$ cat src/design/xcr_pkg.sv
// package with types, codes and helpers of the xmodem checksum receiver
package xcr_pkg;

   localparam int PACKET_BYTES_DEF = 128;

   localparam logic [31:0] BASE_ADDRESS_RESET = 32'h0000_0000;
   localparam logic [7:0]  ERR_LIMIT_RESET    = 8'd5;

   // control characters
   localparam logic [7:0] CH_SOH    = 8'h01;
   localparam logic [7:0] CH_EOT    = 8'h04;
   localparam logic [7:0] CH_ACK    = 8'h06;
   localparam logic [7:0] CH_NAK    = 8'h15;
   localparam logic [7:0] CH_CAN    = 8'h18;
   localparam logic [7:0] BYTE_MASK = 8'hFF;

   // transaction commands
   localparam logic [1:0] CMD_START   = 2'd0;
   localparam logic [1:0] CMD_BYTE    = 2'd1;
   localparam logic [1:0] CMD_TIMEOUT = 2'd2;
   localparam logic [1:0] CMD_STATUS  = 2'd3;

   // result kinds
   localparam logic [1:0] KIND_REPLY = 2'd0;
   localparam logic [1:0] KIND_ERASE = 2'd1;
   localparam logic [1:0] KIND_WORD  = 2'd2;

   // session status
   localparam logic [1:0] SESS_RUN   = 2'd0;
   localparam logic [1:0] SESS_DONE  = 2'd1;
   localparam logic [1:0] SESS_ABORT = 2'd2;

   // register indexes
   localparam logic CSR_BASE_ADDRESS = 1'b0;
   localparam logic CSR_ERR_LIMIT    = 1'b1;

   // error counter saturation value
   localparam logic [8:0] ERR_SAT = 9'd511;

   typedef struct packed {
      logic [31:0] base_address;
      logic [7:0]  err_limit;
   } cfg_type;

   typedef struct packed {
      logic [1:0]  kind;
      logic [7:0]  reply_byte;
      logic [31:0] address;
      logic [31:0] data_word;
      logic        last;
      logic [1:0]  session;
   } rsp_type;

   // reply byte result, always the final one of its transaction
   function automatic rsp_type mk_reply(input logic [7:0] code, input logic [1:0] sess);
      rsp_type r;
      r            = '0;
      r.kind       = KIND_REPLY;
      r.reply_byte = code;
      r.last       = 1'b1;
      r.session    = sess;
      return r;
   endfunction

endpackage

$ cat src/design/xmodem_checksum_receiver.sv
// top level of the xmodem checksum receiver
//
// Usage: every event of the serial link is one transaction on the req_
// channel (start, received byte, timeout, flash write status). Results leave
// on the rsp_ channel: reply bytes for the sender, an erase request and the
// word writes of a good packet; rsp_last marks the final result of each
// transaction. csr_ writes set the base address and the error limit.
// A reply is registered in the result queue when its transaction is taken.
// Throughput: transactions that give at most one result are taken one per
// cycle while the result queue is not full. The sum byte of a matching
// packet starts a burst of PACKET_BYTES/4 word writes (plus an erase for
// packet one), one per cycle, read from the packet buffer one word ahead;
// req_ready stays low and no transaction is taken until the burst ends.
// Reset: the session goes idle, the registers return to their defaults and
// the two-entry result queue empties; the buffer keeps its contents.
// Stall: when the receiver of rsp_ holds ready low, up to two results wait
// in the queue; req_ready drops once it is full and the burst pauses.
module xmodem_checksum_receiver import xcr_pkg::*; #(
   parameter int PACKET_BYTES = PACKET_BYTES_DEF
) (
   input  logic        clock,
   input  logic        reset,
   input  logic        req_valid,
   output logic        req_ready,
   input  logic [1:0]  req_command,
   input  logic [7:0]  req_rx_byte,
   input  logic        req_write_ok,
   output logic        rsp_valid,
   input  logic        rsp_ready,
   output logic [1:0]  rsp_kind,
   output logic [7:0]  rsp_reply_byte,
   output logic [31:0] rsp_address,
   output logic [31:0] rsp_data_word,
   output logic        rsp_last,
   output logic [1:0]  rsp_session,
   input  logic        csr_wr_en,
   input  logic        csr_index,
   input  logic [31:0] csr_wdata
);

   localparam int WORDS = PACKET_BYTES / 4;
   localparam int IDX_W = (WORDS > 1) ? $clog2(WORDS) : 1;

   cfg_type          cfg_ff;
   rsp_type          q_ff [2];
   logic             wp_ff, rp_ff;
   logic [1:0]       cnt_ff;
   logic             q_full;
   logic             push;
   logic             pop;
   rsp_type          push_data;
   rsp_type          head;
   logic             mem_wr_en;
   logic [IDX_W-1:0] mem_wr_addr;
   logic [31:0]      mem_wr_data;
   logic [IDX_W-1:0] mem_rd_addr;
   logic [31:0]      mem_rd_data;

   // configuration registers
   always_ff @(posedge clock) begin
      if (reset) begin
         cfg_ff.base_address <= BASE_ADDRESS_RESET;
         cfg_ff.err_limit    <= ERR_LIMIT_RESET;
      end else if (csr_wr_en) begin
         case (csr_index)
            CSR_BASE_ADDRESS: cfg_ff.base_address <= csr_wdata;
            CSR_ERR_LIMIT:    cfg_ff.err_limit    <= csr_wdata[7:0];
            default: begin
            end
         endcase
      end
   end

   xcr_ctrl #(
      .PACKET_BYTES(PACKET_BYTES)
   ) u_ctrl (
      .clock       (clock),
      .reset       (reset),
      .cfg         (cfg_ff),
      .req_valid   (req_valid),
      .req_ready   (req_ready),
      .req_command (req_command),
      .req_rx_byte (req_rx_byte),
      .req_write_ok(req_write_ok),
      .q_full      (q_full),
      .push        (push),
      .push_data   (push_data),
      .mem_wr_en   (mem_wr_en),
      .mem_wr_addr (mem_wr_addr),
      .mem_wr_data (mem_wr_data),
      .mem_rd_addr (mem_rd_addr),
      .mem_rd_data (mem_rd_data)
   );

   xcr_buf #(
      .WORDS(WORDS)
   ) u_buf (
      .clock  (clock),
      .wr_en  (mem_wr_en),
      .wr_addr(mem_wr_addr),
      .wr_data(mem_wr_data),
      .rd_addr(mem_rd_addr),
      .rd_data(mem_rd_data)
   );

   // two-entry result queue
   assign q_full    = cnt_ff == 2'd2;
   assign rsp_valid = cnt_ff != 2'd0;
   assign pop       = rsp_valid && rsp_ready;

   always_ff @(posedge clock) begin
      if (reset) begin
         wp_ff  <= 1'b0;
         rp_ff  <= 1'b0;
         cnt_ff <= 2'd0;
      end else begin
         if (push) begin
            wp_ff <= ~wp_ff;
         end
         if (pop) begin
            rp_ff <= ~rp_ff;
         end
         cnt_ff <= cnt_ff + {1'b0, push} - {1'b0, pop};
      end
   end

   always_ff @(posedge clock) begin
      if (push) begin
         q_ff[wp_ff] <= push_data;
      end
   end

   // head of the queue drives the result transaction
   assign head           = q_ff[rp_ff];
   assign rsp_kind       = head.kind;
   assign rsp_reply_byte = head.reply_byte;
   assign rsp_address    = head.address;
   assign rsp_data_word  = head.data_word;
   assign rsp_last       = head.last;
   assign rsp_session    = head.session;

endmodule

$ cat src/design/xcr_buf.sv
// packet buffer: word memory, one write and one registered read per cycle
module xcr_buf import xcr_pkg::*; #(
   parameter int WORDS = PACKET_BYTES_DEF / 4,
   localparam int IDX_W = (WORDS > 1) ? $clog2(WORDS) : 1
) (
   input  logic             clock,
   input  logic             wr_en,
   input  logic [IDX_W-1:0] wr_addr,
   input  logic [31:0]      wr_data,
   input  logic [IDX_W-1:0] rd_addr,
   output logic [31:0]      rd_data
);

   logic [31:0] mem [WORDS];
   logic [31:0] rd_data_ff;

   // write port
   always_ff @(posedge clock) begin
      if (wr_en) begin
         mem[wr_addr] <= wr_data;
      end
   end

   // read port, registered
   always_ff @(posedge clock) begin
      rd_data_ff <= mem[rd_addr];
   end

   assign rd_data = rd_data_ff;

endmodule

$ cat src/design/xcr_ctrl.sv
// frame decoder, session state and result sequencer of the receiver
module xcr_ctrl import xcr_pkg::*; #(
   parameter int PACKET_BYTES = PACKET_BYTES_DEF,
   localparam int WORDS  = PACKET_BYTES / 4,
   localparam int IDX_W  = (WORDS > 1) ? $clog2(WORDS) : 1,
   localparam int BIDX_W = $clog2(PACKET_BYTES + 1)
) (
   input  logic             clock,
   input  logic             reset,
   input  cfg_type          cfg,
   input  logic             req_valid,
   output logic             req_ready,
   input  logic [1:0]       req_command,
   input  logic [7:0]       req_rx_byte,
   input  logic             req_write_ok,
   input  logic             q_full,
   output logic             push,
   output rsp_type          push_data,
   output logic             mem_wr_en,
   output logic [IDX_W-1:0] mem_wr_addr,
   output logic [31:0]      mem_wr_data,
   output logic [IDX_W-1:0] mem_rd_addr,
   input  logic [31:0]      mem_rd_data
);

   typedef enum logic [6:0] {
      PH_IDLE   = 7'b000_0001,
      PH_HEADER = 7'b000_0010,
      PH_NUMBER = 7'b000_0100,
      PH_COMPL  = 7'b000_1000,
      PH_DATA   = 7'b001_0000,
      PH_SUM    = 7'b010_0000,
      PH_WRITE  = 7'b100_0000
   } phase_type;

   typedef enum logic [2:0] {
      SEQ_RUN   = 3'b001,
      SEQ_ERASE = 3'b010,
      SEQ_WORDS = 3'b100
   } seq_type;

   phase_type         phase_ff, phase_in;
   seq_type           seq_ff, seq_in;
   logic [BIDX_W-1:0] bidx_ff, bidx_in;
   logic [7:0]        exp_ff, exp_in;
   logic [7:0]        num_ff, num_in;
   logic [7:0]        cmp_ff, cmp_in;
   logic [7:0]        sum_ff, sum_in;
   logic [8:0]        err_ff, err_in;
   logic [31:0]       waddr_ff, waddr_in;
   logic [31:0]       curaddr_ff, curaddr_in;
   logic [IDX_W-1:0]  idx_ff, idx_in;
   logic [23:0]       pack_ff, pack_in;

   logic              accept;
   logic [8:0]        err_inc;
   logic              over;
   phase_type         fail_phase;
   rsp_type           fail_res;
   logic              frame_ok;
   logic              last_word;

   assign req_ready = (seq_ff == SEQ_RUN) && !q_full;
   assign accept    = req_valid && req_ready;

   // error counting shared by the header, sum and timeout failure paths
   assign err_inc    = (err_ff == ERR_SAT) ? err_ff : err_ff + 9'd1;
   assign over       = err_inc > {1'b0, cfg.err_limit};
   assign fail_phase = over ? PH_IDLE : PH_HEADER;
   assign fail_res   = over ? mk_reply(CH_CAN, SESS_ABORT) : mk_reply(CH_NAK, SESS_RUN);

   assign frame_ok  = (num_ff == (cmp_ff ^ BYTE_MASK)) && (sum_ff == req_rx_byte);
   assign last_word = idx_ff == IDX_W'(WORDS - 1);

   // buffer writes happen only in the data phase and read data is used only in
   // the burst, so no write can overlap a read whose data is used
   assign mem_wr_addr = bidx_ff[IDX_W+1:2];
   assign mem_wr_data = {req_rx_byte, pack_ff};
   assign mem_rd_addr = idx_in;

   // next state and result selection
   always_comb begin
      phase_in   = phase_ff;
      seq_in     = seq_ff;
      bidx_in    = bidx_ff;
      exp_in     = exp_ff;
      num_in     = num_ff;
      cmp_in     = cmp_ff;
      sum_in     = sum_ff;
      err_in     = err_ff;
      waddr_in   = waddr_ff;
      curaddr_in = curaddr_ff;
      idx_in     = '0;
      pack_in    = pack_ff;
      push       = 1'b0;
      push_data  = '0;
      mem_wr_en  = 1'b0;

      case (seq_ff)
         SEQ_RUN: begin
            if (accept) begin
               case (req_command)
                  CMD_START: begin
                     phase_in  = PH_HEADER;
                     bidx_in   = '0;
                     exp_in    = 8'd1;
                     num_in    = '0;
                     cmp_in    = '0;
                     sum_in    = '0;
                     err_in    = '0;
                     waddr_in  = cfg.base_address;
                     push      = 1'b1;
                     push_data = mk_reply(CH_NAK, SESS_RUN);
                  end
                  CMD_BYTE: begin
                     case (phase_ff)
                        PH_HEADER: begin
                           if (req_rx_byte == CH_SOH) begin
                              phase_in = PH_NUMBER;
                              bidx_in  = '0;
                              sum_in   = '0;
                           end else if (req_rx_byte == CH_EOT) begin
                              err_in    = '0;
                              phase_in  = PH_IDLE;
                              push      = 1'b1;
                              push_data = mk_reply(CH_ACK, SESS_DONE);
                           end else begin
                              err_in    = err_inc;
                              phase_in  = fail_phase;
                              push      = 1'b1;
                              push_data = fail_res;
                           end
                        end
                        PH_NUMBER: begin
                           num_in   = req_rx_byte;
                           phase_in = PH_COMPL;
                        end
                        PH_COMPL: begin
                           cmp_in   = req_rx_byte;
                           phase_in = PH_DATA;
                           bidx_in  = '0;
                        end
                        PH_DATA: begin
                           // gather bytes and store each completed word
                           pack_in   = {req_rx_byte, pack_ff[23:8]};
                           mem_wr_en = bidx_ff[1:0] == 2'b11;
                           sum_in    = sum_ff + req_rx_byte;
                           bidx_in   = bidx_ff + 1'b1;
                           if (bidx_ff == BIDX_W'(PACKET_BYTES - 1)) begin
                              phase_in = PH_SUM;
                           end
                        end
                        PH_SUM: begin
                           if (!frame_ok) begin
                              err_in    = err_inc;
                              phase_in  = fail_phase;
                              push      = 1'b1;
                              push_data = fail_res;
                           end else if (num_ff != exp_ff) begin
                              err_in    = '0;
                              phase_in  = PH_HEADER;
                              push      = 1'b1;
                              push_data = mk_reply(CH_NAK, SESS_RUN);
                           end else begin
                              err_in     = '0;
                              phase_in   = PH_WRITE;
                              curaddr_in = waddr_ff;
                              seq_in     = (exp_ff == 8'd1) ? SEQ_ERASE : SEQ_WORDS;
                           end
                        end
                        default: begin
                        end
                     endcase
                  end
                  CMD_TIMEOUT: begin
                     case (phase_ff)
                        PH_HEADER, PH_NUMBER, PH_COMPL, PH_DATA, PH_SUM: begin
                           err_in    = err_inc;
                           phase_in  = fail_phase;
                           push      = 1'b1;
                           push_data = fail_res;
                        end
                        default: begin
                        end
                     endcase
                  end
                  CMD_STATUS: begin
                     if (phase_ff == PH_WRITE) begin
                        exp_in   = exp_ff + 8'd1;
                        phase_in = PH_HEADER;
                        push     = 1'b1;
                        if (req_write_ok) begin
                           waddr_in  = waddr_ff + 32'(PACKET_BYTES);
                           push_data = mk_reply(CH_ACK, SESS_RUN);
                        end else begin
                           push_data = mk_reply(CH_CAN, SESS_RUN);
                        end
                     end
                  end
                  default: begin
                  end
               endcase
            end
         end
         SEQ_ERASE: begin
            // erase request ahead of the first packet's words
            if (!q_full) begin
               push              = 1'b1;
               push_data.kind    = KIND_ERASE;
               push_data.address = cfg.base_address;
               seq_in            = SEQ_WORDS;
            end
         end
         SEQ_WORDS: begin
            // one word a cycle while the queue is not full; the read address runs one word ahead
            idx_in = idx_ff;
            if (!q_full) begin
               push                = 1'b1;
               push_data.kind      = KIND_WORD;
               push_data.address   = curaddr_ff;
               push_data.data_word = mem_rd_data;
               push_data.last      = last_word;
               curaddr_in          = curaddr_ff + 32'd4;
               idx_in              = idx_ff + 1'b1;
               if (last_word) begin
                  seq_in = SEQ_RUN;
                  idx_in = '0;
               end
            end
         end
         default: begin
            seq_in = SEQ_RUN;
         end
      endcase
   end

   // control registers
   always_ff @(posedge clock) begin
      if (reset) begin
         phase_ff <= PH_IDLE;
         seq_ff   <= SEQ_RUN;
         bidx_ff  <= '0;
         exp_ff   <= 8'd1;
         num_ff   <= '0;
         cmp_ff   <= '0;
         sum_ff   <= '0;
         err_ff   <= '0;
         waddr_ff <= '0;
         idx_ff   <= '0;
      end else begin
         phase_ff <= phase_in;
         seq_ff   <= seq_in;
         bidx_ff  <= bidx_in;
         exp_ff   <= exp_in;
         num_ff   <= num_in;
         cmp_ff   <= cmp_in;
         sum_ff   <= sum_in;
         err_ff   <= err_in;
         waddr_ff <= waddr_in;
         idx_ff   <= idx_in;
      end
   end

   // payload registers
   always_ff @(posedge clock) begin
      curaddr_ff <= curaddr_in;
      pack_ff    <= pack_in;
   end

endmodule

$ cat config.mk
export PLATFORM = sky130hd
export DESIGN_NAME = xmodem_checksum_receiver
export DESIGN_NICKNAME = d
export VERILOG_FILES = /design/src/design/xcr_pkg.sv /design/src/design/xmodem_checksum_receiver.sv /design/src/design/xcr_buf.sv /design/src/design/xcr_ctrl.sv
export SDC_FILE = /design/constraint.sdc
export NUM_CORES = 2
export LEC_CHECK = 0
export BUFFER_PORTS_ARGS = -buffer_cell sky130_fd_sc_hd__buf_2
export CELL_PAD_IN_SITES_DETAIL_PLACEMENT = 1
export CELL_PAD_IN_SITES_GLOBAL_PLACEMENT = 1
export CORE_MARGIN = 2
export CORE_UTILIZATION = 50
export CTS_CLUSTER_DIAMETER = 100
export DETAILED_ROUTE_END_ITERATION = 8
export GPL_ROUTABILITY_DRIVEN = 0
export PLACE_DENSITY = 0.71
export SLEW_MARGIN = 20
export SYNTH_ARGS = -nofsm -noshare
export SYNTH_HDL_FRONTEND = slang
export SYNTH_SLANG_ARGS = --single-unit
$ cat constraint.sdc
create_clock -name clock -period 9.05 [get_ports clock]
set_input_delay 0.905 -clock clock [delete_from_list [all_inputs] [get_ports clock]]
set_output_delay 0.905 -clock clock [all_outputs]
set_load 0.01 [all_outputs]
# Word-level counts from Yosys, hierarchy flattened
# Memories as Yosys holds them, arrays and structs flattened. A register that Yosys moved wholly into a read port is not among the register bits.
# Index checks and enable logic that the tools add are counted.
# W data, S select, Z words.
totals:
  ff_bits: 196
  ramBits: 1178
  input_bits: 49
  out_inout_bits: 79
  word_cells: 193
  mem_count: 2
mem_list:
  columns: ["memory", "depth", "word_bits", "read_ports", "rd_ports_with_merged_regs", "write_ports", "line", "text"]
  rows:
  - ["u_buf.mem", 32, 32, 1, 1, 1, "xcr_buf.sv:14", "logic [31:0] mem [WORDS];"]
  - ["q_ff", 2, 77, 1, 1, 1, "xmodem_checksum_receiver.sv:45", "rsp_type q_ff [2];"]
op_classes:
  n_addsub: 9
  order_cmp: 1
  n_eq_ne: 43
  muxes: 91
  n_bitwise: 4
  reduce_logical: 26
ops:
  columns: ["op", "count"]
  rows:
  - ["$mux W77", 6]
  - ["$pmux W77 S4", 1]
  - ["$mux W32", 9]
  - ["$pmux W77 S2", 1]
  - ["$mux W72", 2]
  - ["$pmux W32 S2", 2]
  - ["$pmux W32 S3", 1]
  - ["$pmux W8 S2", 6]
  - ["$mux W71", 1]
  - ["$pmux W33 S2", 1]
  - ["$mux W65", 1]
  - ["$mux W7", 7]
  - ["$mux W9", 5]
  - ["$mux W8", 5]
  - ["$pmux W7 S5", 1]
  - ["$add A32 B3 Y32 const B", 1]
  - ["$add A32 B8 Y32 const B", 1]
  - ["$pmux W7 S4", 1]
  - ["$mux W3", 9]
  - ["$pmux W9 S3", 1]
  - ["$pmux W8 S3", 1]
  - ["$mux W1", 18]
  - ["$pmux W9 S2", 1]
  - ["$add A8 B1 Y8 const B", 2]
  - ["other kinds (52)", 90]

# Depth between registers and ports, before layout
depth:
  ltp_word: 10
  ltp_mapped: 14
  ltp_nobuf: 14

# Hierarchy
# A second synthesis with hierarchy kept.
unflattened:
  cells_unflattened: 3787
  hier_area_um2: 57184.8
by_module_without_submodules:
  columns: ["module", "n_inst", "cells_per_inst", "area_each_um2", "seq_area_each_um2"]
  rows:
  - ["xcr_buf", 1, 2260, 40492.6, 31390.1]
  - ["xcr_ctrl", 1, 1086, 9371.5, 3603.5]
  - ["xmodem_checksum_receiver", 1, 441, 7320.8, 5525.3]

# Least setup slack after synthesis
# OpenSTA, ideal clock, no wires.
synth_path:
  kind: "in2reg"
  start: "in req_command[1]"
  end: "mem q_ff[0][0] (netlist bit), enable pin"
  setup_ns: 0.507
  arrival_ns: 5.319
  required_ns: 8.543
  slack_ns: 3.225
  path_stages: 8
  path_buffers: 1
  cell_sequence: "inv_1 -> ha_1 -> clkbuf_1 -> nand4_1 -> o21bai_1 -> a31oi_1 -> nor2_1 -> nor2_1"
synth_via:
  elab_chain_cells: 6
  word_cells_on_any_way: 9
  cone_classes: "eq/ne: 3; mux: 5; reduce/logical: 1"
synth_lines:
  columns: ["item", "line", "text"]
  rows:
  - ["start: declaration", "xmodem_checksum_receiver.sv:25", "input logic [1:0] req_command,"]
  - ["$eq A2 B2 Y1 (tied with other cells)", "xcr_ctrl.sv:102", "case (req_command)"]
  - ["$pmux W1 S4 (*)", "xcr_ctrl.sv:102", null]
  - ["$mux W1 (*)", "xcr_ctrl.sv:101", "if (accept) begin"]
  - ["$pmux W1 S2 (*)", "xcr_ctrl.sv:99", "case (seq_ff)"]
  - ["$mux W1 (*)", "xmodem_checksum_receiver.sv:128", "if (push) begin"]
  - ["$mux W1 (implied by the code) (*)", "xmodem_checksum_receiver.sv:129", "q_ff[wp_ff] <= push_data;"]
  - ["end: declaration", "xmodem_checksum_receiver.sv:45", null]
# Mark *: on every way between the ends. The rest lies on a longest branch, timed or not.

# Final worst setup path
layout_path:
  start: "reg u_ctrl.idx_ff[0]"
  end: "reg u_buf.rd_data_ff[5] (netlist: u_buf.rd_data[5]) (read register of u_buf.mem)"
layout_via:
  elab_chain_cells: 4
  word_cells_on_any_way: 5
  cone_classes: "add/sub: 1; eq/ne: 1; mux: 3"
layout_lines:
  columns: ["item", "line", "text"]
  rows:
  - ["start: declaration", "xcr_ctrl.sv:52", "logic [IDX_W-1:0] idx_ff, idx_in;"]
  - ["start signal: assignment", "xcr_ctrl.sv:260", "idx_ff <= idx_in;"]
  - ["$add A5 B1 Y5 / $eq A5 B5 Y1 (equally long branches)", "xcr_ctrl.sv:224, xcr_ctrl.sv:73", null]
  - ["$mux W5", "xcr_ctrl.sv:225", "if (last_word) begin"]
  - ["$mux W5 (*)", "xcr_ctrl.sv:217", "if (!q_full) begin"]
  - ["$mux W5 (*)", "xcr_ctrl.sv:99", null]
  - ["end: declaration", "xcr_buf.sv:15", "logic [31:0] rd_data_ff;"]
# Marks and branches as above.
# A chain may end at the register's enable or synchronous reset.

==> results by stage <==
Clock tree:
- Counting every sink on the clock net gives 1401.
- Post-CTS repair changed the size of 0 cells.
- Hold repair after CTS inserted 0 buffers.
- After clock tree synthesis, the clock-pin slew on the worst setup and hold paths is 0.06 ns.
- TritonCTS built the clock tree.
- The clock reaches the later pin of the worst-skew pair after 0.76 ns.
- The number of buffers inserted during clock tree synthesis is 144.
- Counting along the longest clock path gives a buffer depth of 3.
- Once the clock tree was built, the setup fixing pass inserted 0 buffers.
- Clock tree synthesis selected as its root buffer the cell sky130_fd_sc_hd__clkbuf_16.
- The H-tree was split into 4 levels.

Critical path:
- Along the worst path, the maximum fanout reaches 122.
- The number of cells on the worst reg-to-reg path is 12.
- The worst setup path is launched from a flop.
- The worst setup path is captured at a flop.
- The critical path data required time is 9.68 ns.
- The number of buffer and inverter instances along the worst setup path is 2.
- The startpoint identified for the worst register-to-register timing path is u_ctrl.idx_ff[0]$_SDFF_PP0_.
- The type of the worst setup path is reg -> reg.
- Across all register-to-register paths, the minimum setup slack is 4.49 ns.
- The family of cells with the greatest summed delay on the critical path is compound AO/OA/AOI/OAI gates.
- The slowest cell on the critical path is sky130_fd_sc_hd__mux2_8.
- The signal arrival time at the worst endpoint is 5.20 ns.
- In this run the critical register-to-register path is captured at u_buf.rd_data[5]$_DFF_P_.
- The maximum cell stage delay along the critical path is 0.56 ns.
- The most common cell type on the critical path is sky130_fd_sc_hd__ha_1.
- Walking the worst path, the cells encountered are ha_1 > and3_1 > ha_1 > nor2_1 > mux2_8 > o21ai_4 > buf_4 > buf_12 > a21oi_1 > a22o_1 > o2bb2ai_1 > a2111oi_2.

Route:
- Dividing the detail-routed wire length by the instance count gives 29.2 um.
- Before antenna repair, the detailed router went through 5 iterations.
- The detail route stage leaves a number of antenna-violating nets equal to 0.
- The remaining routing DRC violations is 0.
- The final routed wirelength across all metal layers is 162 mm.
- For this block, the initial DRC count from the detailed router was 3663.
- The routed via count divided by cell count is 6.37.
- Across all layers, the routed design uses 35300 vias.

Die:
- The floorplan step set the die width to 341 um.
- The initialized floorplan defines 123 standard-cell rows.
- In this run the count of I/O pins placed on the die edge is 128.
- The die span in y is 341 um.
- The initial utilization of the core area, before any placement, comes to 50.4%.
- After floorplanning, the core was sized to cover 112000 um^2.
- The die covers 116000 um^2.

Synthesis:
- Summing the sequential cell areas from Yosys gives 71.2% of the chip area.
- The register bit count reported by yosys is 1401.
- The synthesized netlist occupies a cell area of 56700 um^2.
- The number of synthesized flops with an enable pin is 1228.
- Of all cell types, the one taking the most synthesized area is sky130_fd_sc_hd__edfxtp_1.
- The synthesized instance count is 3834.
- The count of cell types in the netlist is 81.
- The share of flip-flops with an asynchronous set or reset is 0%.
- After synthesis, the mean cell area works out to 14.8 um^2.
- The top flip-flop cell by instance count after synthesis is sky130_fd_sc_hd__edfxtp_1.
- The Yosys warning count is 0.
- Sorting the synthesized cells by area gives the leading types as sky130_fd_sc_hd__edfxtp_1 (65%), sky130_fd_sc_hd__dfxtp_1 (6.1%), sky130_fd_sc_hd__mux2_2 (5.9%), sky130_fd_sc_hd__a32oi_1 (3.0%), sky130_fd_sc_hd__a21oi_1 (2.6%).
- The area share of the leading cell type in the synthesized netlist is 65.1%.

STA:
- The setup violation total in the final timing report is 0.
- Setup repair after global routing left no endpoint under its margin.
- The minimum clock period is 4.56 ns.
- The max-slew violation count is 0.
- After layout, the worst setup slack is 4.49 ns.
- The slew at the pin closest to its max-slew limit is 1.12 ns.
- Static timing analysis puts the maximum clock frequency at 0.219 GHz.
- The number of failing hold endpoints at the final stage is 0.
- The remaining max-slew budget at the tightest pin is 25.5%.
- The final setup skew is 0.0324 ns.
- After layout, the worst path uses 50.4% of the clock period.
- After routing, the total negative slack on setup checks comes to 0 ns.

Min path:
- The terminating pin of the worst hold path is cfg_ff[19]$_SDFFE_PP0P_.
- The count of cells along the worst hold path is 3.
- The worst hold-check path type is in -> reg.
- The startpoint of the most critical hold path is csr_wdata[11].

Global route:
- After global routing the overflow that remains totals 0.
- The number of antenna violations at the first check in global routing was 3.
- The first global-routing pass estimated 240 mm of wire.
- The number of global-route vias before repair was 36700.
- For this run, the total global-route usage over all layers was measured as 27.7%.
- Entering global routing, the biggest net connects 152 pins.

Run status:
- The flow ran to the end, and the final reports show no timing, DRC or antenna violations.

Placement:
- Before CTS, the worst setup slack after placement is 4.16 ns.
- The detailed placer's ending HPWL is 87.7 mm.
- After detailed placement, the design holds a cell count of 5274.
- During placement, the flow inserted port buffers numbering 124.

Pwr:
- The power consumption is 13.7 mW.
- The power density over the cells is 216 nW/um^2.
- The peak supply drop is 0.000217 V.
- Summed over all cells, the static leakage comes to 20.3 nW.

Layout:
- The most common library cell in the layout ignoring fill and taps is sky130_fd_sc_hd__edfxtp_1.
- The number of cells in the finished layout apart from fillers is 5545.
- From synthesis to final layout, the design area changed by 12.5%.
- The filler cell count in the final layout is 10500.
- 0 antenna diodes ended up in the layout.
- The net count of the finished layout is 4012.
- In the layout the commonest cells are sky130_fd_sc_hd__edfxtp_1 (1228), sky130_fd_sc_hd__mux2_2 (296), sky130_fd_sc_hd__a21oi_1 (290), sky130_fd_sc_hd__nand2_1 (252), sky130_fd_sc_hd__a32oi_1 (191).
- In the final layout, the share of cells above drive strength 1 is 20.1%.

Flow run:
- The max-cap check violation count is 0.
## layout make-up
class	instances	area [um^2]	share of cell area, %
Timing Repair Buffer	215	1470	2.30
Tap cell	1500	1880	2.94
Inverter	29	109	0.171
Clock inverter	57	498	0.781
Sequential cell	1401	40300	63.3
Multi-Input combinational cell	2141	15400	24.2
Clock buffer	202	4060	6.36
## registers in the layout (all words and copies together), names as in the netlist, 9 cells and up, named ones only
signal             flops
cfg_ff                40
u_ctrl.waddr_ff       32
u_ctrl.curaddr_ff     32
u_ctrl.pack_ff        24
u_buf.rd_data         32
q_ff                 148
u_buf.mem           1024
u_ctrl.err_ff          9
## stage by stage
| stage | hold WS (ns) | util (%) | area (um^2) |
|---|---|---|---|
| finish | 0.401 | 56.7 | 63800 |
| global route | 0.402 | 56.7 | 63800 |
| CTS | 0.365 | 56.5 | 63600 |
| detailed placement | 0.455 | 52.5 | 59000 |
| global placement | 0.445 | 52.5 | 59000 |
| floorplan | 0.436 | - | 56700 |
## cell families after synthesis
group	share of synthesized area, %
buf+inv	2.25
xor+xnor	1.07
fa+ha+maj	0.698
compound gates	11.9
simple gates	6.45
other cells	0.00662
mux	6.45
flops	71.2
## worst max-delay path by stage
stage          cells past startpoint  slack [ns]                        start                       end
6_report                          12        4.49  u_ctrl.idx_ff[0]$_SDFF_PP0_  u_buf.rd_data[5]$_DFF_P_
2_1_floorplan                      8        3.22               req_command[1]      q_ff[0][0]$_DFFE_PP_
3_3_place_gp                      14        4.25               req_rx_byte[5]      cnt_ff[1]$_SDFF_PP0_
4_1_cts                           12        4.54  u_ctrl.idx_ff[0]$_SDFF_PP0_  u_buf.rd_data[5]$_DFF_P_
3_5_place_dp                      10        4.16               req_rx_byte[5]     q_ff[0][10]$_DFFE_PP_
5_1_grt                           12        4.19  u_ctrl.idx_ff[0]$_SDFF_PP0_  u_buf.rd_data[5]$_DFF_P_
## layer usage
layer	global-route usage, %	up-vias	wire length (um)
met3	5.82	291	12200
li1	-	15300	-
met2	44.8	1348	76800
met1	37.7	18400	68300
met4	9.14	0	4790
met5	0	-	0
## synth_stat cells (all sizes together) (29+ instances only)
master and instances:
clkbuf 142, a22o 64, a211oi 44, buf 123, xor2 36, ha 30, nand2 252, mux2i 29
nor3 48, o21ai 69, edfxtp 1228, dfxtp 173, a21oi 293, o221ai 33, a22oi 102, o2bb2ai 34
a2111oi 32, mux2 298, inv 29, xnor2 33, nand3 92, nor2 218, a32oi 191, and3 52
## worst register-to-register path, delay by kind of cell, from the launching register on
| kind | cells | cell delay (ns) |
|---|---|---|
| flip-flops | 1 | 0.46 |
| AO/OA/AOI/OAI | 5 | 1.47 |
| multiplexers | 1 | 0.56 |
| AND/OR/NAND/NOR | 2 | 0.34 |
| adder cells (fa/ha/maj) | 2 | 0.56 |
| buffers and inverters | 2 | 1.06 |
## power breakdown
part	switching, mW	total (mW)	internal [mW]	leakage (nW)
logic	0.545	0.923	0.377	5.66
clock network	2.46	5.79	3.33	2.24
registers	0.0404	7.04	7.00	12.4
total	3.04	13.7	10.7	20.3
No activity file was read; power rests on OpenSTA's default activity.
